File: config.mk
export PLATFORM = sky130hd
export DESIGN_NAME = scba_select
export DESIGN_NICKNAME = d
export VERILOG_FILES = /design/src/design/size_class_block_allocator_top_macros.svh /design/src/design/scba_pkg.sv /design/src/design/scba_select.sv
export SDC_FILE = /design/constraint.sdc
export NUM_CORES = 1
export LEC_CHECK = 0
export ABC_AREA = 1
export BUFFER_PORTS_ARGS = -buffer_cell sky130_fd_sc_hd__buf_2
export CAP_MARGIN = 20
export CELL_PAD_IN_SITES_DETAIL_PLACEMENT = 1
export CELL_PAD_IN_SITES_GLOBAL_PLACEMENT = 1
export CORE_MARGIN = 10
export CORE_UTILIZATION = 44
export CTS_BUF_LIST = sky130_fd_sc_hd__clkbuf_8
export DETAILED_ROUTE_END_ITERATION = 6
export GPL_TIMING_DRIVEN = 0
export MAX_ROUTING_LAYER = met4
export PLACE_DENSITY = 0.88
export SLEW_MARGIN = 20
export SYNTH_ARGS = -nofsm -noshare
export SYNTH_HDL_FRONTEND = slang
export SYNTH_SLANG_ARGS = --single-unit
File: constraint.sdc
create_clock -name clk -period 6.63 [get_ports clk]
set_clock_uncertainty 0.1 [all_clocks]
set_input_delay 1.326 -clock clk [delete_from_list [all_inputs] [get_ports clk]]
set_output_delay 1.326 -clock clk [all_outputs]
set_load 0.005 [all_outputs]
File: src/design/size_class_block_allocator_top_macros.svh
`ifndef SIZE_CLASS_BLOCK_ALLOCATOR_TOP_MACROS_SVH
`define SIZE_CLASS_BLOCK_ALLOCATOR_TOP_MACROS_SVH

`ifndef SYNTHESIS
`define SCBA_ASSERT_SAME(label, clk, rst_n, ante, cons) \
	label: assert property (@(posedge clk) disable iff (!rst_n) (ante) |-> (cons)) \
		else $error("scba assertion failed");
`define SCBA_ASSERT_NEXT(label, clk, rst_n, ante, cons) \
	label: assert property (@(posedge clk) disable iff (!rst_n) (ante) |=> (cons)) \
		else $error("scba assertion failed");
`else
`define SCBA_ASSERT_SAME(label, clk, rst_n, ante, cons)
`define SCBA_ASSERT_NEXT(label, clk, rst_n, ante, cons)
`endif

`endif

File: src/design/scba_pkg.sv
package scba_pkg;

	localparam int NUM_CLASSES      = 4;
	localparam int CLS_W            = $clog2(NUM_CLASSES);
	localparam int SIZE_W           = 32;
	localparam int HANDLE_W         = 10;
	localparam int CNT_W            = 3;
	localparam int LEN_W            = 11;
	localparam int CFG_IDX_W        = 3;
	localparam int DEF_MAX_ENTRIES  = 1024;
	localparam int DEF_REFILL_COUNT = 128;

	localparam logic [LEN_W-1:0]  LEN_MAX    = {LEN_W{1'b1}};
	localparam logic [SIZE_W-1:0] NEVER_SIZE = {SIZE_W{1'b1}};

	localparam logic CMD_ALLOC = 1'b0;
	localparam logic CMD_FREE  = 1'b1;

	localparam logic [1:0] STAT_OK         = 2'd0;
	localparam logic [1:0] STAT_NO_FIT     = 2'd1;
	localparam logic [1:0] STAT_EXHAUSTED  = 2'd2;
	localparam logic [1:0] STAT_BAD_HANDLE = 2'd3;

	localparam logic [CFG_IDX_W-1:0] REG_CLASS_COUNT  = 3'd0;
	localparam logic [CFG_IDX_W-1:0] REG_CLASS_SIZE_0 = 3'd1;

	typedef logic [NUM_CLASSES-1:0][SIZE_W-1:0] size_vec_t;

	localparam logic [CNT_W-1:0] CLASS_COUNT_RST = 3'd4;
	localparam size_vec_t CLASS_SIZE_RST = {32'd4096, 32'd1024, 32'd256, 32'd64};

	typedef struct packed {
		logic              vld;
		logic [CLS_W-1:0]  cls;
		logic [SIZE_W-1:0] size;
	} cand_t;

	typedef struct packed {
		logic link_we;
		logic cls_we;
	} mem_ctl_t;

endpackage

File: src/design/scba_select.sv
module scba_select (
	input  logic                   clk,
	input  logic [31:0]            request_size,
	input  logic [2:0]             class_count,
	input  scba_pkg::size_vec_t    class_sizes,
	output scba_pkg::cand_t        pick
);
	import scba_pkg::*;

	localparam int PAIRS = NUM_CLASSES / 2;

	logic [NUM_CLASSES-1:0] fit_s1;
	cand_t                  pair_s2 [PAIRS];
	logic                   take_hi;

	always_ff @(posedge clk) begin
		for (int i = 0; i < NUM_CLASSES; i++) begin
			fit_s1[i] <= (CNT_W'(i) < class_count) && (class_sizes[i] > request_size) &&
				(class_sizes[i] != NEVER_SIZE);
		end
		for (int p = 0; p < PAIRS; p++) begin
			if (fit_s1[2*p+1] && (!fit_s1[2*p] || class_sizes[2*p+1] < class_sizes[2*p])) begin
				pair_s2[p].cls  <= CLS_W'(2*p+1);
				pair_s2[p].size <= class_sizes[2*p+1];
			end else begin
				pair_s2[p].cls  <= CLS_W'(2*p);
				pair_s2[p].size <= class_sizes[2*p];
			end
			pair_s2[p].vld <= fit_s1[2*p] | fit_s1[2*p+1];
		end
	end

	// ties go to the lower pair
	assign take_hi = pair_s2[1].vld && (!pair_s2[0].vld || pair_s2[1].size < pair_s2[0].size);
	assign pick    = take_hi ? pair_s2[1] : pair_s2[0];

endmodule

# Word level (Yosys, flattened, before mapping)
# Memory sizes are Yosys's and may differ from the RTL's.
# Index checks and enable logic that the tools add are counted.
dict set report totals {
  mem_count 1
  output_inout_bits 35
  ramBits 70
  ff_bits 4
}
# memory depth word_bits read_ports rd_ports_with_merged_regs wr line
set memory_table {}
lappend memory_table {pair_s2 2 35 2 0 2 scba_select.sv:13} ;# cand_t pair_s2 [PAIRS];
dict set report classes {
  bitwise 6
  eq_ne 4
  n_lt_le_gt_ge 11
  n_mux 11
  n_reduce_logical 17
}
# op count
set ops {}
lappend ops {{$gt 32x32->1} 4}
lappend ops {{$ne 32x32->1 const B} 4}
lappend ops {{$lt 32x32->1} 3}
lappend ops {{$mux 32} 2}
lappend ops {{$mux 35} 1}
lappend ops {{$logic_and 1x1->1} 11}
lappend ops {{$lt 1x3->1 const A} 2}
lappend ops {{$lt 2x3->1 const A} 2}
lappend ops {{$mux 1} 6}
lappend ops {{$or 1x1->1} 6}
lappend ops {{$mux 2} 2}
lappend ops {{$logic_not 1->1} 3}
lappend ops {{$logic_or 1x1->1} 3}

# Longest topological paths before layout
# Gate-level depths: netlist (run 1).
dict set report depth {
  word_depth 6
  mapped_depth 17
}

# Worst setup path after synthesis (run 1)
# OpenSTA, ideal clock, no wires.
dict set report synth_timing {
  kind {register to output}
  startpoint {memory pair_s2[0][5] (netlist bit)}
  endpoint {output pick[33] (netlist bit)}
  t_arrival_ns 1.638
  path_stages_with_launch 16
  path_buffers 2
  path_slack_ns 3.566
  path_cell_list {dfxtp_1 -> inv_1 -> ha_1 -> a21oi_1 -> nor2_1 -> nor3_1 -> nand2_1 -> nand2_1 -> nand2_1 -> nand2_1 -> nand2_1 -> nand2_2 -> nand2_4 -> buf_4 -> inv_1 -> buf_4}
}
# item line
set synth_rtl {}
lappend synth_rtl {{start: declaration} scba_select.sv:13}
lappend synth_rtl {{end: declaration} scba_select.sv:6} ;# output scba_pkg::cand_t pick

==> impl_metrics.py, run 1 <==
metrics = {
    "run_status": {
        "status": "finished clean",
    },
    "setup_path": {
        "crit_chain": "inv_1, ha_1, a21oi_1, nor2_1, nor3_1, nand2_1, nand2_1, nand2_1, nand2_1, nand2_1, nand2_2, nand2_4, buf_4, nand2_1, nand2_1, buf_2",
        "crit_end": "pick[29]",
        "cp.arrival_ns": 2.67,
        "path_common_cell": "nand2_1",
        "worstPathRequired_ns": 5.20,
        "critPathMaxStageDelay_ns": 0.40,
        "path_max_fanout": 10,
        "regToRegStartpoint": "fit_s1[3]",
        "start_kind": "flop",
        "reg2reg_to": "pair_s2[1][14]",
        "crit_start": "pair_s2[0][5]",
        "cpMaxStageDelayCell": "dfxtp_1",
        "r2r_setup_slack_ns": 5.23,
        "reg2regPathDepth": 4,
        "crit_type": "reg2out",
        "crit_path_end_kind": "primary output",
    },
    "yosys": {
        "ys_ff_latch": 72,
        "synth.avg_cell_area_um2": 7.055,
        "synth_fp_nets": 1651,
        "ys_seq_area_frac": 0.1614,
        "synth.yosys.warnings": 0,
        "synth_cells": 1266,
        "netlist_area_mm2": 0.008931,
        "netlist-cell-type-count": 27,
    },
    "flow_run": {
        "maxCapViolCount": 0,
    },
    "placement": {
        "numPortBuffers": 198,
        "place_ws_ns": 2.979,
        "dp_hpwl_um": 30000,
        "gp_congestion": 0.9240,
    },
    "cts": {
        "clockRootBuffer": "clkbuf_8",
        "worstSkewPairLatency_ns": 0.38,
        "cts_tree": "done",
        "cts_buffers": 9,
        "cts.clk_slew.worst_paths_ns": 0.09,
        "cts_setup_buffers": 0,
        "post_cts_resized": 0,
        "ctsLongestPathBuffers": 2,
        "cts_sinks": 72,
        "postCtsHoldBufs": 0,
        "htreeDepth": 3,
    },
    "min_path": {
        "hold_path_depth": 1,
        "hold_class": "reg2reg",
    },
    "floorplan": {
        "core-area_mm2": 0.02010,
        "fp.dieH_um": 162.5,
        "die_area_mm2": 0.02640,
        "start_util": 0.4442,
        "die_w_um": 162.5,
        "io_pins": 199,
        "num_rows": 52,
    },
    "timing": {
        "postLayoutSetupSlackWorst_ns": 2.534,
        "fin_crit_sh": 0.6179,
        "hold_violations": 0,
        "slew_viol_final": 0,
        "max_freq_mhz": 244.1,
        "min_period_ns": 4.096,
        "tightest_slew_ns": 0.5769,
        "tns_ns": 0,
        "rsz0062_at_grt": "no",
        "max_slew_margin": 0.6118,
        "finalSetupViolCount": 0,
    },
    "power": {
        "ir_drop_mv": 0.07294,
        "power-per-cell-area_mw_per_mm2": 167.0,
        "leakagePower_nw": 5.897,
    },
    "drt": {
        "drc": 0,
        "first_iter_violations": 633,
        "wl_um": 34580,
        "postRouteAntennaNets": 0,
        "routedWlPerCell_um": 19.66,
        "num_vias": 9696,
        "firstDrtPassIters": 5,
        "via_per_inst": 5.512,
    },
    "global_routing": {
        "grt_usage": 0.2607,
        "grt_pass1_vias": 10340,
        "grt-ovfl-total": 0,
        "antenna_found_initial": 7,
        "grt_start_max_net_pins": 14,
        "grt_pass1_wl_um": 53230,
    },
    "cells_and_area": {
        "drive_gt1_frac": 0.2453,
        "syn_to_final_growth_pct": 17.34,
        "final_cell_mix": "244 x nand2_1, 221 x ha_1, 201 x buf_2",
        "final_common_cell": "nand2_1",
        "final_nets": 1860,
    },
}
==> report_power, final <==
part	internal (mW)	leakage (nW)	switching, mW
combinational	0.334	5.20	0.515
clock	0.173	0.0929	0.191
sequential	0.491	0.607	0.0462
==> cell usage after synthesis <==
cell type,instances,area [µm²]
buf_12,6,120.1
inv_1,171,641.9
o21a_1,4,30.03
a211oi_1,1,7.510
ha_1,221,2765
buf_2,3,15.01
nor2_1,41,153.9
a21oi_1,119,595.6
nand3_1,116,580.6
or2_2,3,18.77
nor3b_1,1,7.510
nand2_1,244,915.9
nand4_1,42,262.8
nor3_1,14,70.07
clkbuf_1,10,37.54
o221ai_1,1,8.760
buf_4,12,90.09
dfxtp_1,72,1441
nand3b_1,2,15.01
a31oi_1,2,12.51
o211ai_1,10,75.07
o21ai_0,33,165.2
nand2_8,2,40.04
inv_2,2,7.510
nor4_1,12,75.07
nand2_4,3,33.78
nand2_2,119,744.5
==> area by class of cell <==
| type | instances | area (µm²) |
|---|---|---|
| Fill cell | 2751 | 9624 |
| Multi-Input combinational cell | 990 | 6578 |
| Sequential cell | 72 | 1441 |
| Timing Repair Buffer | 198 | 991.0 |
| Inverter | 173 | 649.4 |
| Tap cell | 270 | 337.8 |
| Buffer | 31 | 262.8 |
| Clock buffer | 9 | 123.9 |
| Clock inverter | 7 | 73.82 |
| Antenna cell | 9 | 22.52 |
==> kinds of logic after synthesis <==
family / share of synthesized area
compound gates: 0.1002
buf+inv: 0.1021
flops: 0.1614
simple gates: 0.3267
fa+ha+maj: 0.3096
==> metrics by stage <==
stage	area, µm²	total power, mW	hold WS (ns)	std cells	utilization
2_1_floorplan	8931	1.042	0.3850	1266	-
3_3_place_gp	10260	1.331	0.3998	1734	0.5103
3_5_place_dp	10260	1.385	0.4077	1734	0.5103
4_1_cts	10460	1.747	0.4385	1750	0.5202
5_1_grt	10480	1.887	0.4627	1758	0.5212
6_report	10480	1.750	0.4300	1759	0.5213
==> sequential cells by signal, summed over array words and instances (netlist names) <==
register and count:
fit_s1 4, pair_s2 68
==> how the worst min path moves through the flow <==
stage	endpoint	startpoint	slack, ns
2_1_floorplan	pair_s2[0][34]	fit_s1[0]	0.39
3_3_place_gp	pair_s2[1][34]	fit_s1[2]	0.40
3_5_place_dp	pair_s2[1][34]	fit_s1[2]	0.41
4_1_cts	pair_s2[1][34]	fit_s1[2]	0.44
5_1_grt	pair_s2[1][34]	fit_s1[2]	0.46
6_report	pair_s2[1][34]	fit_s1[2]	0.43
==> critical path, delay by kind of cell (launching register included) <==
kind	cells	cell delay (ns)
buf+inv	3	0.42
fa+ha+maj	1	0.29
compound gates	1	0.13
simple gates	11	1.06
flops	1	0.40
==> layer usage <==
layer	track usage	routed length, µm	up-vias
met5	-	0	-
li1	-	-	4707
met4	0.1187	1359	0
met3	0.02477	1636	76
met1	0.3181	15050	4644
met2	0.4273	16530	269
Note: power is estimated with default switching activity, not from simulation.
==> run 2, diff against run 1 <==
--- a/config.mk
+++ b/config.mk
@@ -11,12 +11,12 @@
 export CELL_PAD_IN_SITES_DETAIL_PLACEMENT = 1
 export CELL_PAD_IN_SITES_GLOBAL_PLACEMENT = 1
 export CORE_MARGIN = 10
-export CORE_UTILIZATION = 44
+export CORE_UTILIZATION = 41
 export CTS_BUF_LIST = sky130_fd_sc_hd__clkbuf_8
 export DETAILED_ROUTE_END_ITERATION = 6
 export GPL_TIMING_DRIVEN = 0
 export MAX_ROUTING_LAYER = met4
-export PLACE_DENSITY = 0.88
+export PLACE_DENSITY = 0.82
 export SLEW_MARGIN = 20
 export SYNTH_ARGS = -nofsm -noshare
 export SYNTH_HDL_FRONTEND = slang
==> constraint.sdc (replaced) <==
create_clock -name clk -period 3.8 [get_ports clk]
set_clock_uncertainty 0.1 [all_clocks]
set_input_delay 0.76 -clock clk [delete_from_list [all_inputs] [get_ports clk]]
set_output_delay 0.76 -clock clk [all_outputs]
set_load 0.005 [all_outputs]
==> run 2 against run 1 <==
Net effect: sequential power increased by 77%; largest cell class unchanged; die area grew 6.4%; power up 80%; first-iteration DRC count is 7.3% lower; sequential cell count did not move; combinational power up 71%.
==> impl_metrics.py, run 2 (synthesis results as in run 1) <==
metrics = {
    "cells_and_area": {
        "final_cell_mix": "244 x nand2_1, 221 x ha_1, 201 x buf_2",
        "final_util": 0.4957,
        "nFillCells": 2869,
        "seq_area_mm2": 0.001441,
        "drive_gt1_frac": 0.2453,
        "final_common_cell": "nand2_1",
        "largest_reg_flops": 68,
        "top_register": "pair_s2",
        "final_cells": 1758,
        "final_nets": 1860,
        "reg.largest.list": "pair_s2: 68 flops, fit_s1: 4 flops",
        "multiInputGateArea_mm2": 0.006578,
        "syn_to_final_growth_pct": 17.78,
    },
    "cts": {
        "ctsLongestPathBuffers": 2,
        "clockRootBuffer": "clkbuf_8",
        "worstSkewPairLatency_ns": 0.36,
        "cts_buffers": 9,
        "cts.clk_slew.worst_paths_ns": 0.08,
        "htreeDepth": 3,
        "cts_setup_buffers": 0,
        "cts_tree": "done",
        "postCtsHoldBufs": 0,
        "cts_sinks": 72,
        "post_cts_resized": 0,
    },
    "power": {
        "power-per-cell-area_mw_per_mm2": 300.2,
        "ir_drop_mv": 0.1770,
        "leakagePower_nw": 5.932,
        "finalPower_mw": 3.157,
    },
    "drt": {
        "wl_um": 33970,
        "routedWlPerCell_um": 19.32,
        "postRouteAntennaNets": 0,
        "drc": 0,
        "num_vias": 9481,
        "first_iter_violations": 587,
        "firstDrtPassIters": 5,
        "via_per_inst": 5.393,
    },
    "floorplan": {
        "die_area_mm2": 0.02809,
        "io_pins": 199,
        "core-area_mm2": 0.02122,
        "start_util": 0.4209,
        "fp.dieH_um": 167.6,
        "die_w_um": 167.6,
        "num_rows": 53,
    },
    "timing": {
        "max_freq_mhz": 289.2,
        "tns_ns": 0,
        "tightest_slew_ns": 0.5426,
        "finalSetupViolCount": 0,
        "max_slew_margin": 0.6349,
        "rsz0062_at_grt": "no",
        "fin_crit_sh": 0.9100,
        "hold_violations": 0,
        "min_period_ns": 3.458,
        "slew_viol_final": 0,
    },
    "global_routing": {
        "grt_pass1_vias": 10040,
        "grt-ovfl-total": 0,
        "grt_start_max_net_pins": 13,
        "grt_usage": 0.2382,
        "grt_pass1_wl_um": 52630,
        "antenna_found_initial": 3,
    },
    "flow_run": {
        "maxCapViolCount": 0,
    },
    "min_path": {
        "hold_class": "reg2reg",
        "hold_start": "fit_s1[2]",
        "hold_path_depth": 1,
        "holdPathEnd": "pair_s2[1][34]",
    },
    "setup_path": {
        "worstPathRequired_ns": 2.94,
        "start_kind": "flop",
        "cpMaxStageDelayCell": "dfxtp_1",
        "cp.arrival_ns": 2.60,
        "crit_chain": "inv_1, ha_1, a21oi_1, nor2_1, nor3_1, nand2_1, nand2_1, nand2_1, nand2_1, nand2_1, nand2_2, nand2_4, buf_4, nand2_1, nand2_1, buf_2",
        "crit_type": "reg2out",
        "path_max_fanout": 10,
        "regToRegStartpoint": "fit_s1[3]",
        "path_common_cell": "nand2_1",
        "critPathMaxStageDelay_ns": 0.41,
        "path_buf_inv": 3,
        "reg2regPathDepth": 4,
        "r2r_setup_slack_ns": 2.47,
        "crit_path_end_kind": "primary output",
        "reg2reg_to": "pair_s2[1][22]",
        "critPathTopFamily": "simple AND/OR/NAND/NOR gates",
    },
    "run_status": {
        "status": "finished clean",
    },
    "placement": {
        "dp_hpwl_um": 29870,
        "place_inst": 1739,
        "numPortBuffers": 198,
        "gp_congestion": 0.9225,
    },
}
run 2: cell types whose count changed in the layout (fill, tap and decap cells not counted), sizes merged:
cell and change:
diode -6, clkinvlp -3, bufinv +2, clkbuf +1
run 2: area by class of cell:
type | instances | share of cell area
Inverter | 173 | 0.06173
Antenna cell | 3 | 0.0007137
Clock buffer | 10 | 0.01308
Sequential cell | 72 | 0.1370
Buffer | 31 | 0.02498
Tap cell | 275 | 0.03271
Multi-Input combinational cell | 990 | 0.6253
Timing Repair Buffer | 198 | 0.09421
Clock inverter | 6 | 0.01023
run 2: per-stage QoR:
step                      worst slack [ns]  hold slack (ns)  cell area (µm²)
after floorplan                      1.302           0.3850             8931
after detailed placement            0.6926           0.4066            10270
final                               0.3420           0.4259            10520
after global placement              0.7498           0.3999            10270
after CTS                           0.2770           0.4255            10510
after global routing               0.08294           0.4512            10520
run 2: how the worst max path moves through the flow:
stage	from	end	slack (ns)	cells past startpoint
finish	pair_s2[0][5]	pick[31]	0.34	16
global route	pair_s2[0][5]	pick[10]	0.08	15
CTS	pair_s2[0][5]	pick[31]	0.28	16
detailed placement	pair_s2[0][5]	pick[31]	0.69	16
global placement	pair_s2[0][5]	pick[31]	0.75	16
floorplan	pair_s2[0][5]	pick[33]	1.30	15
run 2: where the power goes:
part           switching [mW]  internal [mW]  total [mW]
logic                   0.872          0.578        1.45
clock network           0.304          0.452       0.755
registers              0.0951          0.856       0.951
total                    1.27           1.89        3.16
run 2: per-layer routing:
metal | wire (µm) | GRT usage | up-vias | part of all wire
met4 | 815 | 0.07078 | 0 | 0.024
li1 | - | - | 4697 | -
met5 | 0 | - | - | 0
met3 | 1338 | 0.01873 | 44 | 0.039
met1 | 15450 | 0.3010 | 4507 | 0.45
met2 | 16370 | 0.3972 | 233 | 0.48
==> run 3, diff against run 2 <==
--- a/config.mk
+++ b/config.mk
@@ -5,14 +5,14 @@
 export SDC_FILE = /design/constraint.sdc
 export NUM_CORES = 1
 export LEC_CHECK = 0
-export ABC_AREA = 1
+export ABC_AREA = 0
 export BUFFER_PORTS_ARGS = -buffer_cell sky130_fd_sc_hd__buf_2
 export CAP_MARGIN = 20
 export CELL_PAD_IN_SITES_DETAIL_PLACEMENT = 1
 export CELL_PAD_IN_SITES_GLOBAL_PLACEMENT = 1
 export CORE_MARGIN = 10
-export CORE_UTILIZATION = 41
-export CTS_BUF_LIST = sky130_fd_sc_hd__clkbuf_8
+export CORE_UTILIZATION = 43
+export CTS_BUF_LIST = sky130_fd_sc_hd__clkbuf_4 sky130_fd_sc_hd__clkbuf_8
 export DETAILED_ROUTE_END_ITERATION = 6
 export GPL_TIMING_DRIVEN = 0
 export MAX_ROUTING_LAYER = met4
==> run 3 against run 2 <==
Net effect: the run now ends with negative setup slack left; critical path depth fell by 5; first-iteration DRC count up 8.3%; largest cell class unchanged; fmax shrank 11%; non-clock buffer count increased by 22.
==> impl_metrics.py, run 3 <==
metrics = {
    "cts": {
        "clockRootBuffer": "clkbuf_8",
        "worstSkewPairLatency_ns": 0.35,
        "cts.clk_slew.worst_paths_ns": 0.08,
        "ctsLongestPathBuffers": 2,
        "cts_sinks": 72,
        "cts_buffers": 9,
        "cts_tree": "done",
        "htreeDepth": 3,
    },
    "floorplan": {
        "die_w_um": 167.8,
        "start_util": 0.4343,
        "core-area_mm2": 0.02162,
        "die_area_mm2": 0.02815,
        "num_rows": 54,
        "fp.dieH_um": 167.8,
        "io_pins": 199,
    },
    "cells_and_area": {
        "final_nets": 1722,
        "drive_gt1_frac": 0.2534,
        "syn_to_final_growth_pct": 20.14,
        "largest_reg_flops": 68,
        "final_cell_mix": "217 x ha_1, 199 x buf_2, 134 x inv_1",
        "top_register": "pair_s2",
        "final_common_cell": "ha_1",
        "fin_area_mm2": 0.01128,
        "reg.largest.list": "pair_s2: 68 flops, fit_s1: 4 flops",
        "nFillCells": 2719,
        "final_util": 0.5217,
    },
    "timing": {
        "postLayoutSetupSlackWorst_ns": -0.08458,
        "rsz0062_at_grt": "yes",
        "min_period_ns": 3.885,
        "finalSetupViolCount": 1,
        "hold_ws_ns": 0.4687,
        "fin_crit_sh": 1.022,
        "max_slew_margin": 0.5206,
        "tns_ns": -0.08458,
        "slew_viol_final": 0,
        "tightest_slew_ns": 0.7126,
        "max_freq_mhz": 257.4,
        "hold_violations": 0,
    },
    "global_routing": {
        "grt.busiest_layer": "met2",
        "grt_pass1_vias": 10620,
        "use_met3": 0.01990,
        "grt_start_max_net_pins": 14,
        "met2_usage": 0.4421,
        "grt-ovfl-total": 0,
        "grt_pass1_wl_um": 57670,
        "antenna_found_initial": 2,
        "grt_usage": 0.2596,
        "met1_usage": 0.3133,
    },
    "setup_path": {
        "cpMaxStageDelayCell": "dfxtp_1",
        "crit_type": "reg2out",
        "worstPathRequired_ns": 2.94,
        "start_kind": "flop",
        "path_max_fanout": 10,
        "path_buf_inv": 4,
        "cp.arrival_ns": 3.02,
        "crit_chain": "inv_1, ha_1, and2_0, a221o_1, a22oi_2, buf_4, buf_4, nand4_1, mux2i_1, a311o_1, buf_2",
        "critPathTopFamily": "compound AO/OA/AOI/OAI gates",
        "path_depth": 11,
        "critPathMaxStageDelay_ns": 0.44,
        "path_common_cell": "buf_4",
        "crit_path_end_kind": "primary output",
        "reg2regPathDepth": 5,
    },
    "yosys": {
        "synth_common_cells": "221 x ha_1, 137 x inv_1, 103 x nand2_1",
        "synth_cells": 1115,
        "synth_fp_nets": 1500,
        "netlist-cell-type-count": 59,
        "netlist_area_mm2": 0.009389,
        "ys_seq_area_frac": 0.1535,
        "synth_top_area_frac": 0.2945,
        "synth.avg_cell_area_um2": 8.421,
        "synth.most_common_cell": "ha_1",
        "synth.largest_area_cell": "ha_1",
        "synthTopCellsByArea": "ha_1 29%, dfxtp_1 15%, nand4_1 6.6%",
        "async_reset_ff_frac": 0,
        "synth_ff_type": "dfxtp_1",
        "synth_edf_count": 0,
        "synth.yosys.warnings": 0,
        "ys_ff_latch": 72,
    },
    "placement": {
        "dpl-instance-area_mm2": 0.01073,
        "dp_hpwl_um": 30920,
        "gp_congestion": 0.9214,
        "place_ws_ns": 0.09534,
        "numPortBuffers": 198,
    },
    "run_status": {
        "status": "finished with violations",
        "violations": "negative setup slack",
    },
    "flow_run": {
        "maxCapViolCount": 0,
    },
    "power": {
        "leakagePower_nw": 5.635,
        "ir_drop_mv": 0.2140,
        "power-per-cell-area_mw_per_mm2": 319.4,
    },
    "drt": {
        "drc": 0,
        "first_iter_violations": 636,
        "wl_um": 38580,
        "routedWlPerCell_um": 23.77,
        "firstDrtPassIters": 5,
        "via_per_inst": 6.130,
        "num_vias": 9949,
        "postRouteAntennaNets": 0,
    },
    "min_path": {
        "hold_class": "reg2reg",
        "hold_path_depth": 1,
    },
}
[run 3: cell count changes after synthesis, sizes merged, moves of 9 or more]
cell    before  now
mux2i        0   34
nand3      116   21
a311o        0   33
nand2      368  103
buf         21   12
a21oi      119   65
nor2        41   18
clkbuf      10   28
inv        173  137
o21ai       33   64
a21o         0   32
a221oi       0   11
mux2         0   62
nand4       42  100
[run 3: cell type report]
cell class / count / area (µm²) / share of cell area
multi-input cells: 866 / 7292 / 0.6465
flip-flops and latches: 72 / 1449 / 0.1285
repair buffers: 211 / 1145 / 0.1015
inverters: 137 / 514.2 / 0.04559
well taps: 280 / 350.3 / 0.03106
plain buffers: 40 / 274.0 / 0.02429
clock buffers: 10 / 137.6 / 0.01220
clock inverters: 6 / 115.1 / 0.01021
diodes: 1 / 2.502 / 0.0002219
[run 3: routing by layer]
metal / share of wire / vias up
met5: 0 / -
met4: 0.038 / 0
met3: 0.042 / 91
met2: 0.49 / 320
met1: 0.43 / 4897
li1: - / 4641
[run 3: cell families (layout without fill, tap and decap cells)]
kind of cell	count (synthesis)	after routing	share of synthesized area
AO/OA/AOI/OAI	255	255	0.1866
multiplexers	96	96	0.1218
other	0	1	0
adder cells (fa/ha/maj)	221	221	0.2945
AND/OR/NAND/NOR	294	294	0.1634
flip-flops	72	72	0.1535
buffers and inverters	177	404	0.08022
[run 3: timing repair]
action / 4_1_cts / 5_1_grt
hold buffers: 0 / 0
setup buffers: 3 / 7
pin swaps: 2 / 40
gates resized for setup: 14 / 32
setup endpoints to repair: 32 / 34
gates cloned: 0 / 3
[run 3: per-stage QoR]
stage / cells / power [mW]
final: 1623 / 3.602
after global routing: 1623 / 3.830
after CTS: 1612 / 3.498
after detailed placement: 1593 / 2.686
after global placement: 1593 / 2.621
after floorplan: 1115 / 1.997
[run 3: path summary, 6_finish.rpt]
check	from	end	slack [ns]
worst max register to register	fit_s1[1]	pair_s2[0][19]	1.39
worst min-delay path	fit_s1[0]	pair_s2[0][34]	0.47
worst min register to register	fit_s1[0]	pair_s2[0][34]	0.47
worst max-delay path	pair_s2[0][18]	pick[31]	-0.08
[run 3: power by group]
part           total, mW  leakage, nW  switching [mW]  internal [mW]
clock network      0.778        0.123           0.320          0.458
registers          0.971        0.607           0.110          0.862
logic               1.85         4.90            1.05          0.801
