--- config.mk ---
export PLATFORM = sky130hd
export DESIGN_NAME = scba_ctrl
export DESIGN_NICKNAME = d
export VERILOG_FILES = /design/src/design/size_class_block_allocator_top_macros.svh /design/src/design/scba_pkg.sv /design/src/design/scba_ctrl.sv
export SDC_FILE = /design/constraint.sdc
export NUM_CORES = 1
export LEC_CHECK = 0
export ABC_AREA = 1
export BUFFER_PORTS_ARGS = -buffer_cell sky130_fd_sc_hd__buf_4
export CAP_MARGIN = 20
export CORE_MARGIN = 10
export CORE_UTILIZATION = 40
export CTS_BUF_LIST = sky130_fd_sc_hd__clkbuf_4 sky130_fd_sc_hd__clkbuf_8
export DETAILED_ROUTE_END_ITERATION = 6
export SKIP_CTS_REPAIR_TIMING = 1
export SLEW_MARGIN = 30
export SYNTH_ARGS = -nofsm -noshare
export SYNTH_HDL_FRONTEND = slang
export SYNTH_SLANG_ARGS = --single-unit
export TNS_END_PERCENT = 10
--- constraint.sdc ---
create_clock -name clk -period 5.5 [get_ports clk]
set_input_delay 0.55 -clock clk [delete_from_list [all_inputs] [get_ports clk]]
set_output_delay 0.55 -clock clk [all_outputs]
set_load 0.01 [all_outputs]
--- src/design/size_class_block_allocator_top_macros.svh ---
`ifndef SIZE_CLASS_BLOCK_ALLOCATOR_TOP_MACROS_SVH
`define SIZE_CLASS_BLOCK_ALLOCATOR_TOP_MACROS_SVH

`ifndef SYNTHESIS
`define SCBA_ASSERT_SAME(label, clk, rst_n, ante, cons) \
	label: assert property (@(posedge clk) disable iff (!rst_n) (ante) |-> (cons)) \
		else $error("scba assertion failed");
`define SCBA_ASSERT_NEXT(label, clk, rst_n, ante, cons) \
	label: assert property (@(posedge clk) disable iff (!rst_n) (ante) |=> (cons)) \
		else $error("scba assertion failed");
`else
`define SCBA_ASSERT_SAME(label, clk, rst_n, ante, cons)
`define SCBA_ASSERT_NEXT(label, clk, rst_n, ante, cons)
`endif

`endif

--- src/design/scba_pkg.sv ---
package scba_pkg;

	localparam int NUM_CLASSES      = 4;
	localparam int CLS_W            = $clog2(NUM_CLASSES);
	localparam int SIZE_W           = 32;
	localparam int HANDLE_W         = 10;
	localparam int CNT_W            = 3;
	localparam int LEN_W            = 11;
	localparam int CFG_IDX_W        = 3;
	localparam int DEF_MAX_ENTRIES  = 1024;
	localparam int DEF_REFILL_COUNT = 128;

	localparam logic [LEN_W-1:0]  LEN_MAX    = {LEN_W{1'b1}};
	localparam logic [SIZE_W-1:0] NEVER_SIZE = {SIZE_W{1'b1}};

	localparam logic CMD_ALLOC = 1'b0;
	localparam logic CMD_FREE  = 1'b1;

	localparam logic [1:0] STAT_OK         = 2'd0;
	localparam logic [1:0] STAT_NO_FIT     = 2'd1;
	localparam logic [1:0] STAT_EXHAUSTED  = 2'd2;
	localparam logic [1:0] STAT_BAD_HANDLE = 2'd3;

	localparam logic [CFG_IDX_W-1:0] REG_CLASS_COUNT  = 3'd0;
	localparam logic [CFG_IDX_W-1:0] REG_CLASS_SIZE_0 = 3'd1;

	typedef logic [NUM_CLASSES-1:0][SIZE_W-1:0] size_vec_t;

	localparam logic [CNT_W-1:0] CLASS_COUNT_RST = 3'd4;
	localparam size_vec_t CLASS_SIZE_RST = {32'd4096, 32'd1024, 32'd256, 32'd64};

	typedef struct packed {
		logic              vld;
		logic [CLS_W-1:0]  cls;
		logic [SIZE_W-1:0] size;
	} cand_t;

	typedef struct packed {
		logic link_we;
		logic cls_we;
	} mem_ctl_t;

endpackage

--- src/design/scba_ctrl.sv ---
module scba_ctrl #(
	parameter int MAX_ENTRIES  = scba_pkg::DEF_MAX_ENTRIES,
	parameter int REFILL_COUNT = scba_pkg::DEF_REFILL_COUNT,
	parameter int HW           = $clog2(MAX_ENTRIES)
) (
	input  logic                          clk,
	input  logic                          arst_n,
	input  logic                          start,
	input  logic                          command,
	input  logic [9:0]                    block_handle,
	input  scba_pkg::size_vec_t           class_sizes,
	input  scba_pkg::cand_t               pick,
	input  logic [HW-1:0]                 link_rd,
	input  logic [scba_pkg::CLS_W-1:0]    cls_rd,
	output logic                          busy,
	output logic                          done,
	output logic [1:0]                    status,
	output logic [9:0]                    handle_out,
	output logic [1:0]                    class_index,
	output logic [31:0]                   class_size,
	output scba_pkg::mem_ctl_t            mem_ctl,
	output logic [HW-1:0]                 link_waddr,
	output logic [HW-1:0]                 link_wdata,
	output logic [HW-1:0]                 link_raddr,
	output logic [HW-1:0]                 cls_waddr,
	output logic [scba_pkg::CLS_W-1:0]    cls_wdata,
	output logic [HW-1:0]                 cls_raddr
);
	import scba_pkg::*;

	localparam int CW   = $clog2(MAX_ENTRIES + 1);
	localparam int RW   = $clog2(REFILL_COUNT + 1);
	localparam int CMPW = (CW > HANDLE_W) ? CW : HANDLE_W;
	localparam int MW   = (CW > RW) ? CW : RW;

	typedef enum logic [2:0] {
		S_IDLE, S_FREE_CHK, S_SEL1, S_SEL2, S_DECIDE, S_REFILL, S_POP
	} state_t;

	state_t            state_q;
	logic [HW-1:0]     head_q [NUM_CLASSES];
	logic [HW-1:0]     tail_q [NUM_CLASSES];
	logic [LEN_W-1:0]  len_q  [NUM_CLASSES];
	logic [CW-1:0]     carved_q;
	logic [RW-1:0]     rem_q;
	logic [CMPW-1:0]   hin_q;
	logic              found_q;
	logic [CLS_W-1:0]  cls_q;
	logic [SIZE_W-1:0] best_q;
	logic              done_q;
	logic [1:0]        status_q;
	logic [HANDLE_W-1:0] handle_q;
	logic [CLS_W-1:0]  class_q;
	logic [SIZE_W-1:0] size_q;

	logic              bad_handle;
	logic [CLS_W-1:0]  app_cls;
	logic [HW-1:0]     app_h;
	logic              app_en;
	logic              app_empty;
	logic [CMPW-1:0]   hin_ext;
	logic [MW-1:0]     left_m;
	logic [MW-1:0]     take_m;

	assign hin_ext    = CMPW'(block_handle);
	assign bad_handle = hin_q >= CMPW'(carved_q);
	assign left_m     = MW'(MAX_ENTRIES) - MW'(carved_q);
	assign take_m     = (left_m < MW'(REFILL_COUNT)) ? left_m : MW'(REFILL_COUNT);

	always_comb begin
		app_cls   = (state_q == S_FREE_CHK) ? cls_rd : cls_q;
		app_h     = (state_q == S_FREE_CHK) ? hin_q[HW-1:0] : carved_q[HW-1:0];
		app_en    = ((state_q == S_FREE_CHK) && !bad_handle) || (state_q == S_REFILL);
		app_empty = (len_q[app_cls] == '0);

		mem_ctl.link_we = app_en && !app_empty;
		mem_ctl.cls_we  = (state_q == S_REFILL);
		link_waddr = tail_q[app_cls];
		link_wdata = app_h;
		link_raddr = head_q[cls_q];
		cls_waddr  = carved_q[HW-1:0];
		cls_wdata  = cls_q;
		cls_raddr  = hin_ext[HW-1:0];
	end

	always_ff @(posedge clk or negedge arst_n) begin
		if (!arst_n) begin
			state_q  <= S_IDLE;
			done_q   <= 1'b0;
			carved_q <= '0;
			for (int i = 0; i < NUM_CLASSES; i++) begin
				head_q[i] <= '0;
				tail_q[i] <= '0;
				len_q[i]  <= '0;
			end
		end else begin
			done_q <= 1'b0;
			case (state_q)
				S_IDLE: begin
					if (start) begin
						hin_q   <= hin_ext;
						state_q <= (command == CMD_FREE) ? S_FREE_CHK : S_SEL1;
					end
				end
				S_FREE_CHK: begin
					done_q   <= 1'b1;
					handle_q <= hin_q[HANDLE_W-1:0];
					if (bad_handle) begin
						status_q <= STAT_BAD_HANDLE;
						class_q  <= '0;
						size_q   <= '0;
					end else begin
						status_q <= STAT_OK;
						class_q  <= cls_rd;
						size_q   <= class_sizes[cls_rd];
					end
					state_q <= S_IDLE;
				end
				S_SEL1: begin
					state_q <= S_SEL2;
				end
				S_SEL2: begin
					found_q <= pick.vld;
					cls_q   <= pick.cls;
					best_q  <= pick.size;
					state_q <= S_DECIDE;
				end
				S_DECIDE: begin
					if (!found_q) begin
						done_q   <= 1'b1;
						status_q <= STAT_NO_FIT;
						handle_q <= '0;
						class_q  <= '0;
						size_q   <= '0;
						state_q  <= S_IDLE;
					end else if (len_q[cls_q] != '0) begin
						state_q <= S_POP;
					end else if (carved_q == CW'(MAX_ENTRIES)) begin
						done_q   <= 1'b1;
						status_q <= STAT_EXHAUSTED;
						handle_q <= '0;
						class_q  <= cls_q;
						size_q   <= best_q;
						state_q  <= S_IDLE;
					end else begin
						rem_q   <= take_m[RW-1:0];
						state_q <= S_REFILL;
					end
				end
				S_REFILL: begin
					carved_q <= carved_q + 1'b1;
					rem_q    <= rem_q - 1'b1;
					if (rem_q == RW'(1)) begin
						state_q <= S_DECIDE;
					end
				end
				S_POP: begin
					done_q        <= 1'b1;
					status_q      <= STAT_OK;
					handle_q      <= HANDLE_W'(CMPW'(head_q[cls_q]));
					class_q       <= cls_q;
					size_q        <= best_q;
					head_q[cls_q] <= link_rd;
					len_q[cls_q]  <= len_q[cls_q] - 1'b1;
					state_q       <= S_IDLE;
				end
				default: begin
					state_q <= S_IDLE;
				end
			endcase
			if (app_en) begin
				if (app_empty) begin
					head_q[app_cls] <= app_h;
				end
				tail_q[app_cls] <= app_h;
				if (len_q[app_cls] != LEN_MAX) begin
					len_q[app_cls] <= len_q[app_cls] + 1'b1;
				end
			end
		end
	end

	assign busy        = (state_q != S_IDLE);
	assign done        = done_q;
	assign status      = status_q;
	assign handle_out  = handle_q;
	assign class_index = class_q;
	assign class_size  = size_q;

endmodule

Word level (Yosys, flattened, before mapping)
Index checks and enable logic that the tools add are counted.

operators by class
  $lt $le $gt $ge = 7
  reduce and logical (&&, ||, !) cells = 19
  bitwise gates (word level) = 2
  mux-type cells = 70
  $add $sub $neg = 5
  equal/unequal tests = 16

operators by type and width
  operator                                                          number
  32-bit 2-to-1 mux                                                 5
  44-bit 2-to-1 mux                                                 3
  40-bit bitwise mux                                                3
  40-bit 2-to-1 mux                                                 3
  10-bit 2-to-1 mux                                                 10
  32-bit one-hot mux with 3 select lines                            1
  44-bit bitwise mux                                                2
  11-bit 2-to-1 mux                                                 6
  32-bit binary-select mux with 2-bit select                        1
  11-bit binary-select mux with 2-bit select                        2
  11-bit demux with 2-bit select                                    2
  10-bit binary-select mux with 2-bit select                        2
  10-bit demux with 2-bit select                                    2
  8-bit 2-to-1 mux                                                  4
  10-bit one-hot mux with 3 select lines                            1
  11-bit by 1-bit adder with 11-bit output (second input constant)  2
  2-bit 2-to-1 mux                                                  10
  8-bit one-hot mux with 2 select lines                             1
  3-bit 2-to-1 mux                                                  5
  3-bit one-hot mux with 5 select lines                             1
  2-bit one-hot mux with 3 select lines                             2
  11-bit equality test (second input constant)                      1
  10-bit by 11-bit >= comparator with 1-bit output                  1
  11-bit zero test                                                  1
  30 further kinds                                                  48

storage, ports and cells
  flip-flop bits (word level) = 238
  output and inout bits = 102
  word-level logic and storage cells = 143

Depth between registers and ports, before layout
Gate-level depths: netlist of run 1.

  depth after elaboration = 10
  gate-level depth with buffers = 19
  gate-level depth less buffers = 18

Least setup slack after synthesis of run 1
Ideal clock, no wire load.

  kind = reg2reg
  from = register cls_q[0] (netlist: cls_wdata[0])
  to = register class_q[0] (netlist: class_index[0]), enable pin
  path slack = 1,240 ps
  data arrival time = 3,810 ps
  stages on the path, launching flop included = 12
  cells stage by stage = edfxtp_1 inv_1 nand2_1 o22ai_1 nor3_2 ha_1 inv_1 nor2_1 nand4_1 nand2_1 nand2_1 nor2_1

on the way
  longest elaborated chain between the ends = 7

ends and longest elaborated chain
  item                                                   RTL line          text
  start: declaration                                     scba_ctrl.sv:48   logic [CLS_W-1:0] cls_q;
  start signal: assignment                               scba_ctrl.sv:124  cls_q <= pick.cls;
  2-bit NOT with 3-bit output (not written as such)      scba_ctrl.sv:136  end else if (len_q[cls_q] != '0) begin
  11-bit binary-select mux with 2-bit select             scba_ctrl.sv:136
  11-bit 2-to-1 mux (not written as such) (2 in series)  scba_ctrl.sv:136
  11-bit nonzero test                                    scba_ctrl.sv:136
  3-bit != test (no source line)                         n/a
  4-bit AND reduction (no source line)                   n/a
  end signal: assignment                                 scba_ctrl.sv:114  class_q <= cls_rd;
  end signal: assignment                                 scba_ctrl.sv:142  class_q <= cls_q;
  end signal: assignment                                 scba_ctrl.sv:161  class_q <= cls_q;
  end: declaration                                       scba_ctrl.sv:53   logic [CLS_W-1:0] class_q;

Every way passes these cells. The select of a mux whose other input is x is not followed.
A chain may end at the register's enable or synchronous reset.

==> run_results.csv, run 1 <==
group,metric,value,unit
final_layout,fillCellCount,3472,
place,dp_hpwl,39100,µm
logic_synthesis,synthMuxAreaShare,0,%
floorplan,initial_utilization,40.4,%
timing,timing.fmax,227,MHz
place,place.gp.congestion,0.942,
detailed_routing,drc,0,
critical_path,crit_path_end_kind,"output pin",
logic_synthesis,yosys.area.top_type_share,24.9,%
floorplan,die_h,207,µm
place,port_buffers,290,
logic_synthesis,synth_area,14000,µm²
power,intPower,4.74,mW
global_route,grt_max_degree,81,
outcome,status,"finished, final reports clean",
cts,cts_root_buf,"clkbuf_8",
logic_synthesis,avgSynthCellArea,7.58,µm²
global_route,overflow,0,
cts,cts_max_level,2,
floorplan,io_pins,291,
cts,cts_tree,"yes",
power,pwr_density_cell,476,nW/µm²
detailed_routing,post_drt_wl_per_cell,20.3,µm
power,total_power,8.30,mW
critical_path,cp_slowest_cell,"o21ai_2",
logic_synthesis,yosys.area_share.simple,25.4,%
timing,rsz0062_at_grt,"false",
global_route,grt_pass1_wl,79600,µm
final_layout,seqCellArea,6450,µm²
logic_synthesis,yosys-top-cells-area,"dfrtp_1, edfxtp_1, nand2_1, o21ai_0, inv_1",
logic_synthesis,ys_ff_latch,238,
critical_path,worst-setup-path-type,"in2out",
timing,finalClockSkew,0.0300,ns
global_route,grt_use_total,24.1,%
logic_synthesis,synth_xor_area_share,1.07,%
power,p_clk_share,21.7,%
timing,tns,0,ns
cts,cts_buffers,44,
power,p_leak,8.51,nW
power,irDropWorstVdd,0.272,mV
logic_synthesis,syn-instance-count,1844,
timing,setup_violations,0,
detailed_routing,dr.pass1.iters,6,
critical_path,critPathMaxStageDelay,0.91,ns
logic_synthesis,synth_warnings,0,
power,p_sw_share,42.9,%
detailed_routing,route.vias.total,13744,
logic_synthesis,synth_top_family_by_area,"simple AND/OR/NAND/NOR gates",
worst_hold_path,holdCritPathClass,"in2reg",
detailed_routing,totalWireLength,52500,µm
critical_path,worst_setup_path_start_kind,"input pin",
timing,finalCritPeriodShare,80.2,%
place,place_inst,2511,
logic_synthesis,seq_area_frac_synth,46.2,%
final_layout,mostFrequentLayoutCell,"nand2_1",
flow_run,maxCapViolCount,0,
power,power_switching,3.56,mW
final_layout,final_cells,2590,
cts,insertion_delay,0.58,ns
cts,cts.sinks,238,
critical_path,worstPathArrival,3.86,ns
detailed_routing,dr.first_iter.drc_count,1201,
cts,path_clk_slew,0.06,ns
detailed_routing,viasPerCell,5.31,
logic_synthesis,synth_cell_type_count,47,
logic_synthesis,yosysTopAreaCell,"dfrtp_1",
floorplan,die-area,42800,µm²
power,combPwrFrac,44.9,%
logic_synthesis,synth_compound_area_share,15.7,%
timing,hold_viol,0,
floorplan,rows,68,
critical_path,path_cells,"buf_4, clkinv_1, o21ai_2, nor2_2, buf_4, nand2_1, o21ai_1, nor2_2, nand2_1, nor2_2, a21oi_1, buf_4",
cts,cts_buffer_depth,3,
final_layout,multi_input_area,6150,µm²
power,pwr-share-seq,33.4,%
final_layout,drive_above_1_share,20.4,%
logic_synthesis,synth_fa_ha_area_share,1.61,%
timing,min_period,4.41,ns
global_route,grt_pass1_vias,13544,
logic_synthesis,syn_nets,2051,
floorplan,core_area,34500,µm²
timing,drv_slew,0,
critical_path,critPathRequiredTime,4.95,ns
timing,worstMarginPinSlew,0.984,ns
final_layout,antennaDiodeCount,0,
detailed_routing,antenna_left,0,
timing,max_slew_margin,33.7,%
critical_path,path_max_fanout,34,
final_layout,syn_to_final_growth,24.7,%
final_layout,mostFrequentLayoutCells,"nand2_1, buf_4, o21ai_0, inv_1, nor2_1",
floorplan,die_w,207,µm
final_layout,final_nets,2310,
global_route,antenna_found_initial,0,
-- per-stage QoR --
step	hold slack [ns]	cell area (µm²)	worst slack [ns]	utilization [%]
after CTS	-0.00997	17400	1.35	50.4
after detailed placement	0.476	16500	1.37	47.7
final	0.156	17400	1.09	50.5
after floorplan	0.254	14000	1.24	-
after global routing	0.113	17400	0.915	50.5
after global placement	0.467	16400	1.50	47.5
-- metal layers --
layer	global-route usage (%)	vias to the layer above	routed length, µm
met4	7.19	0	1210
li1	-	6614	-
met5	0	-	0
met1	30.9	6470	21900
met2	38.6	573	24300
met3	7.12	87	5120
-- sequential cells by signal (all words and copies together) (netlist names) --
| signal | cells |
|---|---|
| class_index | 2 |
| len_q | 44 |
| hin_q | 10 |
| cls_wdata | 2 |
| status | 2 |
| handle_out | 10 |
| class_size | 32 |
| head_q | 40 |
| best_q | 32 |
| rem_q | 8 |
| state_q | 3 |
| carved_q | 11 |
| tail_q | 40 |
| done | 1 |
| found_q | 1 |
-- cell type report --
cell class / instances / area share (%)
tap: 455 / 3.27
sequential: 238 / 37.0
clock buffer: 69 / 5.05
inverter: 229 / 4.95
timing repair buffer: 321 / 14.1
clock inverter: 9 / 0.330
multi-input combinational: 1269 / 35.3
-- critical path, delay by kind of cell --
family          cells  cell delay [ns]
simple gates        5             0.62
buf+inv             4             1.51
compound gates      3             1.16
-- cells in the mapped netlist (all sizes together) --
master / instances
nand3b: 1
clkinv: 5
o22ai: 42
nor2: 189
ha: 18
nor2b: 1
nor4: 2
a21oi: 16
dfrtp: 139
clkbuf: 65
nand2: 466
or2: 3
and2: 2
o21ai: 274
nand4: 31
and3: 1
o21bai: 2
edfxtp: 99
xor2: 16
nor3: 9
o211ai: 1
a211oi: 1
a31oi: 3
a22o: 1
nand3: 136
a22oi: 21
o221ai: 20
o31ai: 2
o21a: 10
inv: 224
xnor2: 1
buf: 43
-- cells by family (layout without fill, tap and decap cells) --
group | Yosys count | in the layout
DFF | 238 | 238
adders and majority gates | 18 | 18
AOI/OAI and AO/OA | 393 | 393
xor gates and xnor gates | 17 | 17
and+or+nand+nor | 841 | 841
buffers and inverters | 337 | 628
-- path summary, 6_finish.rpt --
path | from | end | slack (ns) | depth (start not counted)
max | cls_rd[1] | mem_ctl[1] | 1.09 | 12
min | pick[1] | best_q[1]$_DFFE_PP_ | 0.16 | 1
max reg2reg | cls_wdata[1]$_DFFE_PP_ | class_size[27]$_DFFE_PP_ | 1.31 | 12
min reg2reg | tail_q[15]$_DFFE_PN0P_ | tail_q[15]$_DFFE_PN0P_ | 0.49 | 2
max in group asynchronous | arst_n | head_q[4]$_DFF_PN0_ | 3.76 | 3
min in group asynchronous | arst_n | carved_q[5]$_DFFE_PN0P_ | 0.55 | 2
-- power by group through the flow --
| stage | Sequential, mW | Clock (mW) | Combinational (mW) |
|---|---|---|---|
| floorplan | 2.73 | 0 | 2.31 |
| global placement | 2.79 | 0 | 3.65 |
| detailed placement | 2.79 | 0 | 3.70 |
| CTS | 2.77 | 1.84 | 3.71 |
| global route | 2.83 | 1.93 | 4.18 |
| finish | 2.78 | 1.80 | 3.73 |
(Power assumes the default switching activity.)
==> inputs of run 2 (changes only) <==
==> constraint.sdc (replaced) <==
create_clock -name clk -period 4.15 [get_ports clk]
set_input_delay 0.415 -clock clk [delete_from_list [all_inputs] [get_ports clk]]
set_output_delay 0.415 -clock clk [all_outputs]
set_load 0.01 [all_outputs]
==> run 2 against run 1 <==
Compared with the run above:
- final cell count rose by 0.66%
- via count rose by 1.1%
- non-clock buffer count rose by 13
- sequential power rose by 33%
- clock power rose by 42%
- global-route usage rose by 0.070 points
- combinational power rose by 34%
- critical path type is now reg2out
- die area did not move
- critical path depth fell by 3
==> run_results.csv, run 2 (same netlist as run 1, synthesis figures left out) <==
group,metric,value,unit
outcome,status,"finished, final reports clean",
cts,cts_buffer_depth,3,
timing,finalCritPeriodShare,91.2,%
critical_path,r2r-end,"class_size[27]$_DFFE_PP_",
timing,setup_violations,0,
place,place_ws,0.529,ns
final_layout,syn_to_final_growth,25.9,%
timing,final.setup.worst_slack,0.366,ns
final_layout,biggestRegsByFlops,"len_q x44, head_q x40, tail_q x40",
final_layout,fin_util,50.9,%
critical_path,worst-setup-path-type,"reg2out",
floorplan,core_area,34500,µm²
final_layout,final_nets,2323,
final_layout,drive_above_1_share,21.0,%
global_route,grt_use_total,24.2,%
floorplan,initial_utilization,40.4,%
place,place_inst,2524,
timing,finalClockSkew,0.0357,ns
place,dpl-instance-area,16600,µm²
power,p_leak,8.60,nW
global_route,grt_max_degree,66,
critical_path,crit_path_end_kind,"output pin",
critical_path,r2r_slack,0.53,ns
final_layout,largest_reg_flops,44,
floorplan,die_w,207,µm
power,total_power,11.2,mW
critical_path,worstPathArrival,3.37,ns
final_layout,final_cells,2607,
critical_path,critPathRequiredTime,3.73,ns
final_layout,antennaDiodeCount,0,
floorplan,io_pins,291,
critical_path,path_max_fanout,27,
critical_path,reg2reg_depth,13,
final_layout,top_register,"len_q",
detailed_routing,totalWireLength,52700,µm
global_route,grt_pass1_wl,80200,µm
floorplan,rows,68,
cts,cts_tree,"yes",
timing,hold_viol,0,
detailed_routing,route.vias.total,13891,
cts,cts_max_level,2,
global_route,overflow,0,
detailed_routing,viasPerCell,5.33,
timing,timing.fmax,264,MHz
global_route,antenna_found_initial,0,
critical_path,worst_setup_path_start_kind,"flip-flop",
floorplan,die_h,207,µm
timing,min_period,3.78,ns
final_layout,mostFrequentLayoutCell,"nand2_1",
worst_hold_path,whs_endpoint,"best_q[18]$_DFFE_PP_",
detailed_routing,dr.first_iter.drc_count,1060,
final_layout,mostFrequentLayoutCells,"nand2_1, buf_4, o21ai_0, inv_1, nor2_1",
cts,cts.sinks,238,
place,place.gp.congestion,0.979,
timing,rsz0062_at_grt,"false",
timing,tns,0,ns
place,dp_hpwl,39700,µm
critical_path,rr_startpoint,"cls_wdata[1]$_DFFE_PP_",
power,irDropWorstVdd,0.413,mV
worst_hold_path,min_from,"pick[18]",
cts,path_clk_slew,0.06,ns
worst_hold_path,hold_path_depth,1,
cts,cts_buffers,44,
worst_hold_path,holdCritPathClass,"in2reg",
place,port_buffers,290,
detailed_routing,antenna_left,0,
flow_run,maxCapViolCount,0,
timing,max_slew_margin,35.5,%
power,pwr_density_cell,639,nW/µm²
final_layout,design_area,17600,µm²
detailed_routing,dr.pass1.iters,5,
cts,insertion_delay,0.57,ns
timing,drv_slew,0,
cts,cts_root_buf,"clkbuf_8",
floorplan,die-area,42800,µm²
global_route,grt_pass1_vias,13556,
timing,timing.hold.ws,0.0354,ns
timing,worstMarginPinSlew,0.957,ns
detailed_routing,post_drt_wl_per_cell,20.2,µm
detailed_routing,drc,0,
## run 2: cell count changes in the layout (fill, tap and decap cells not counted), sizes merged
cell / previous run / this run
bufinv: 0 / 2
clkinv: 13 / 12
clkbuf: 69 / 72
buf: 320 / 333
## run 2: final cells by class
type,count,area [µm²]
fillers,3459,17000
multi-input cells,1269,6150
flip-flops and latches,238,6450
clock inverters,10,103
clock buffers,72,903
well taps,455,569
repair buffers,334,2540
inverters,229,862
## run 2: worst max-delay path, cell delays in order (launching register included)
cell and delay [ns]:
dfrtp_1 0.46, inv_4 0.14, nand3_4 0.25, nand2_4 0.29
nand2_2 0.31, nand2_1 0.22, clkinv_1 0.39, a22oi_1 0.32
o221ai_1 0.21, buf_4 0.20
## run 2: metal layers
metal,global-route usage [%],up-vias,part of all wire [%]
met5,0,-,0
met4,6.13,0,2.0
met3,6.79,73,9.0
met2,39.4,577,47
met1,31.0,6595,42
li1,-,6646,-
## run 2: worst max-delay path by stage
stage                               endpoint  slack (ns)  cells after the start              startpoint
finish                         link_waddr[0]        0.37                      9  state_q[2]$_DFFE_PN0P_
global route        class_size[30]$_DFFE_PP_        0.10                     12  cls_wdata[0]$_DFFE_PP_
CTS                               mem_ctl[1]        0.26                     13  state_q[2]$_DFFE_PN0P_
detailed placement  class_size[15]$_DFFE_PP_        0.53                     13  cls_wdata[0]$_DFFE_PP_
global placement    class_size[15]$_DFFE_PP_        0.74                     13  cls_wdata[0]$_DFFE_PP_
floorplan           class_index[0]$_DFFE_PP_        0.64                     11  cls_wdata[0]$_DFFE_PP_
## run 2: power by group
group	total [mW]	switching (mW)	internal [mW]
Clock	2.55	1.04	1.50
Sequential	3.71	0.452	3.26
Combinational	4.98	3.28	1.70
Total	11.2	4.77	6.46
==> inputs of run 3 (changes only) <==
--- a/config.mk
+++ b/config.mk
@@ -17,4 +17,3 @@
 export SYNTH_ARGS = -nofsm -noshare
 export SYNTH_HDL_FRONTEND = slang
 export SYNTH_SLANG_ARGS = --single-unit
-export TNS_END_PERCENT = 10
==> constraint.sdc (replaced) <==
create_clock -name clk -period 4.15 [get_ports clk]
set_input_delay 0.415 -clock clk [delete_from_list [all_inputs] [get_ports clk]]
set_output_delay 0.415 -clock clk [all_outputs]
set_load 0.02 [all_outputs]
==> run 3 against run 2 <==
Compared with the run above:
- cell area increased by 0.61%
- critical endpoint unchanged
- worst hold slack got worse by 0.0075 ns
- sequential power about the same
- critical path depth unchanged
- largest cell class unchanged
==> run_results.csv, run 3 (same netlist as run 1, synthesis figures left out) <==
group,metric,value,unit
floorplan,initial_utilization,40.4,%
timing,drv_slew,0,
power,pwr_density_cell,643,nW/µm²
final_layout,top_register,"len_q",
final_layout,drive_above_1_share,20.8,%
detailed_routing,drc,0,
global_route,grt.busiest_layer,"met2",
timing,timing.fmax,257,MHz
floorplan,die_h,207,µm
detailed_routing,viasPerCell,5.32,
critical_path,path_cells,"inv_4, nand3_4, nand2_4, nand2_2, nand2_1, clkinv_1, a22oi_1, o221ai_1, buf_4",
cts,cts_buffer_depth,3,
floorplan,core_area,34500,µm²
outcome,status,"finished, final reports clean",
critical_path,crit_family,"simple AND/OR/NAND/NOR gates",
global_route,grtUsageMet2,39.1,%
detailed_routing,route.vias.total,13938,
critical_path,worst-setup-path-type,"reg2out",
place,dp_hpwl,40200,µm
critical_path,critPathRequiredTime,3.73,ns
critical_path,crit_path_end_kind,"output pin",
cts,cts_buffers,45,
power,total_power,11.4,mW
final_layout,mostFrequentLayoutCell,"nand2_1",
cts,cts.sinks,238,
timing,finalCritPeriodShare,93.9,%
timing,setup_violations,0,
final_layout,biggestRegsByFlops,"len_q x44, head_q x40, tail_q x40",
global_route,antenna_found_initial,1,
place,place.gp.congestion,0.978,
global_route,grt_use_total,24.3,%
critical_path,worstPathArrival,3.48,ns
cts,cts_tree,"yes",
worst_hold_path,holdCritPathClass,"in2reg",
timing,finalClockSkew,0.0280,ns
global_route,overflow,0,
critical_path,path_max_fanout,27,
final_layout,mostFrequentLayoutCells,"nand2_1, buf_4, o21ai_0, inv_1, nor2_1",
power,p_leak,8.64,nW
critical_path,critPathMaxStageDelay,0.45,ns
place,place_inst,2523,
final_layout,final_cells,2622,
timing,rsz0062_at_grt,"false",
detailed_routing,dr.pass1.iters,5,
cts,insertion_delay,0.58,ns
final_layout,syn_to_final_growth,26.6,%
final_layout,final_nets,2340,
flow_run,maxCapViolCount,0,
critical_path,worst_setup_path_start_kind,"flip-flop",
detailed_routing,dr.first_iter.drc_count,1131,
timing,hold_viol,0,
detailed_routing,totalWireLength,52900,µm
timing,max_slew_margin,32.7,%
cts,path_clk_slew,0.05,ns
detailed_routing,antenna_left,0,
power,irDropWorstVdd,0.489,mV
critical_path,path_buf_inv,3,
floorplan,io_pins,291,
timing,min_period,3.90,ns
final_layout,fin_util,51.2,%
global_route,grt_pass1_vias,13768,
global_route,met1_usage,31.2,%
final_layout,largest_reg_flops,44,
floorplan,die-area,42800,µm²
global_route,grt_pass1_wl,80500,µm
detailed_routing,post_drt_wl_per_cell,20.2,µm
floorplan,die_w,207,µm
timing,worstMarginPinSlew,1.00,ns
timing,tns,0,ns
place,port_buffers,290,
floorplan,rows,68,
critical_path,r2r_slack,0.41,ns
cts,cts_max_level,2,
global_route,grt_max_degree,66,
global_route,grt_util_met3,6.71,%
critical_path,cp_slowest_cell,"dfrtp_1",
cts,cts_root_buf,"clkbuf_8",
timing,timing.hold.ws,0.0279,ns
==> run 3: changes by cell type in the layout (fill, tap and decap cells not counted), sizes merged <==
cell	change
dlygate4sd3	+17
clkinv	-5
clkbuf	+4
bufinv	-2
buf	-1
diode	+1
inv	+1
==> run 3: routing by layer <==
layer	share of wire, %	up-vias
li1	-	6671
met1	42	6612
met2	47	575
met3	8.5	80
met4	2.5	0
met5	0	-
==> run 3: area by class of cell <==
type | count | area (µm²)
timing repair buffer | 350 | 2700
inverter | 229 | 862
multi-input combinational | 1269 | 6150
clock buffer | 76 | 933
tap | 455 | 569
fill | 3475 | 16900
clock inverter | 4 | 22.5
sequential | 238 | 6450
antenna | 1 | 2.50
==> run 3: worst paths after layout <==
path | to | start | cells past startpoint
setup / recovery | link_waddr[0] | state_q[2]$_DFFE_PN0P_ | 9
hold / removal | best_q[25]$_DFFE_PP_ | pick[25] | 1
setup reg to reg | class_size[13]$_DFFE_PP_ | cls_wdata[1]$_DFFE_PP_ | 12
hold reg to reg | tail_q[11]$_DFFE_PN0P_ | tail_q[11]$_DFFE_PN0P_ | 2
max in group asynchronous | tail_q[0]$_DFFE_PN0P_ | arst_n | 4
min in group asynchronous | len_q[0]$_DFF_PN0_ | arst_n | 2
==> run 3: metrics by stage <==
step	setup slack (ns)	instance area, µm²
after detailed placement	0.444	16500
final	0.253	17700
after floorplan	0.556	14000
after global routing	0.0377	17700
after CTS	0.191	17500
after global placement	0.576	16500
==> run 3: power breakdown <==
| group | total [mW] | switching, mW | internal [mW] |
|---|---|---|---|
| registers | 3.71 | 0.456 | 3.26 |
| logic | 5.23 | 3.51 | 1.72 |
| clock network | 2.43 | 1.03 | 1.41 |
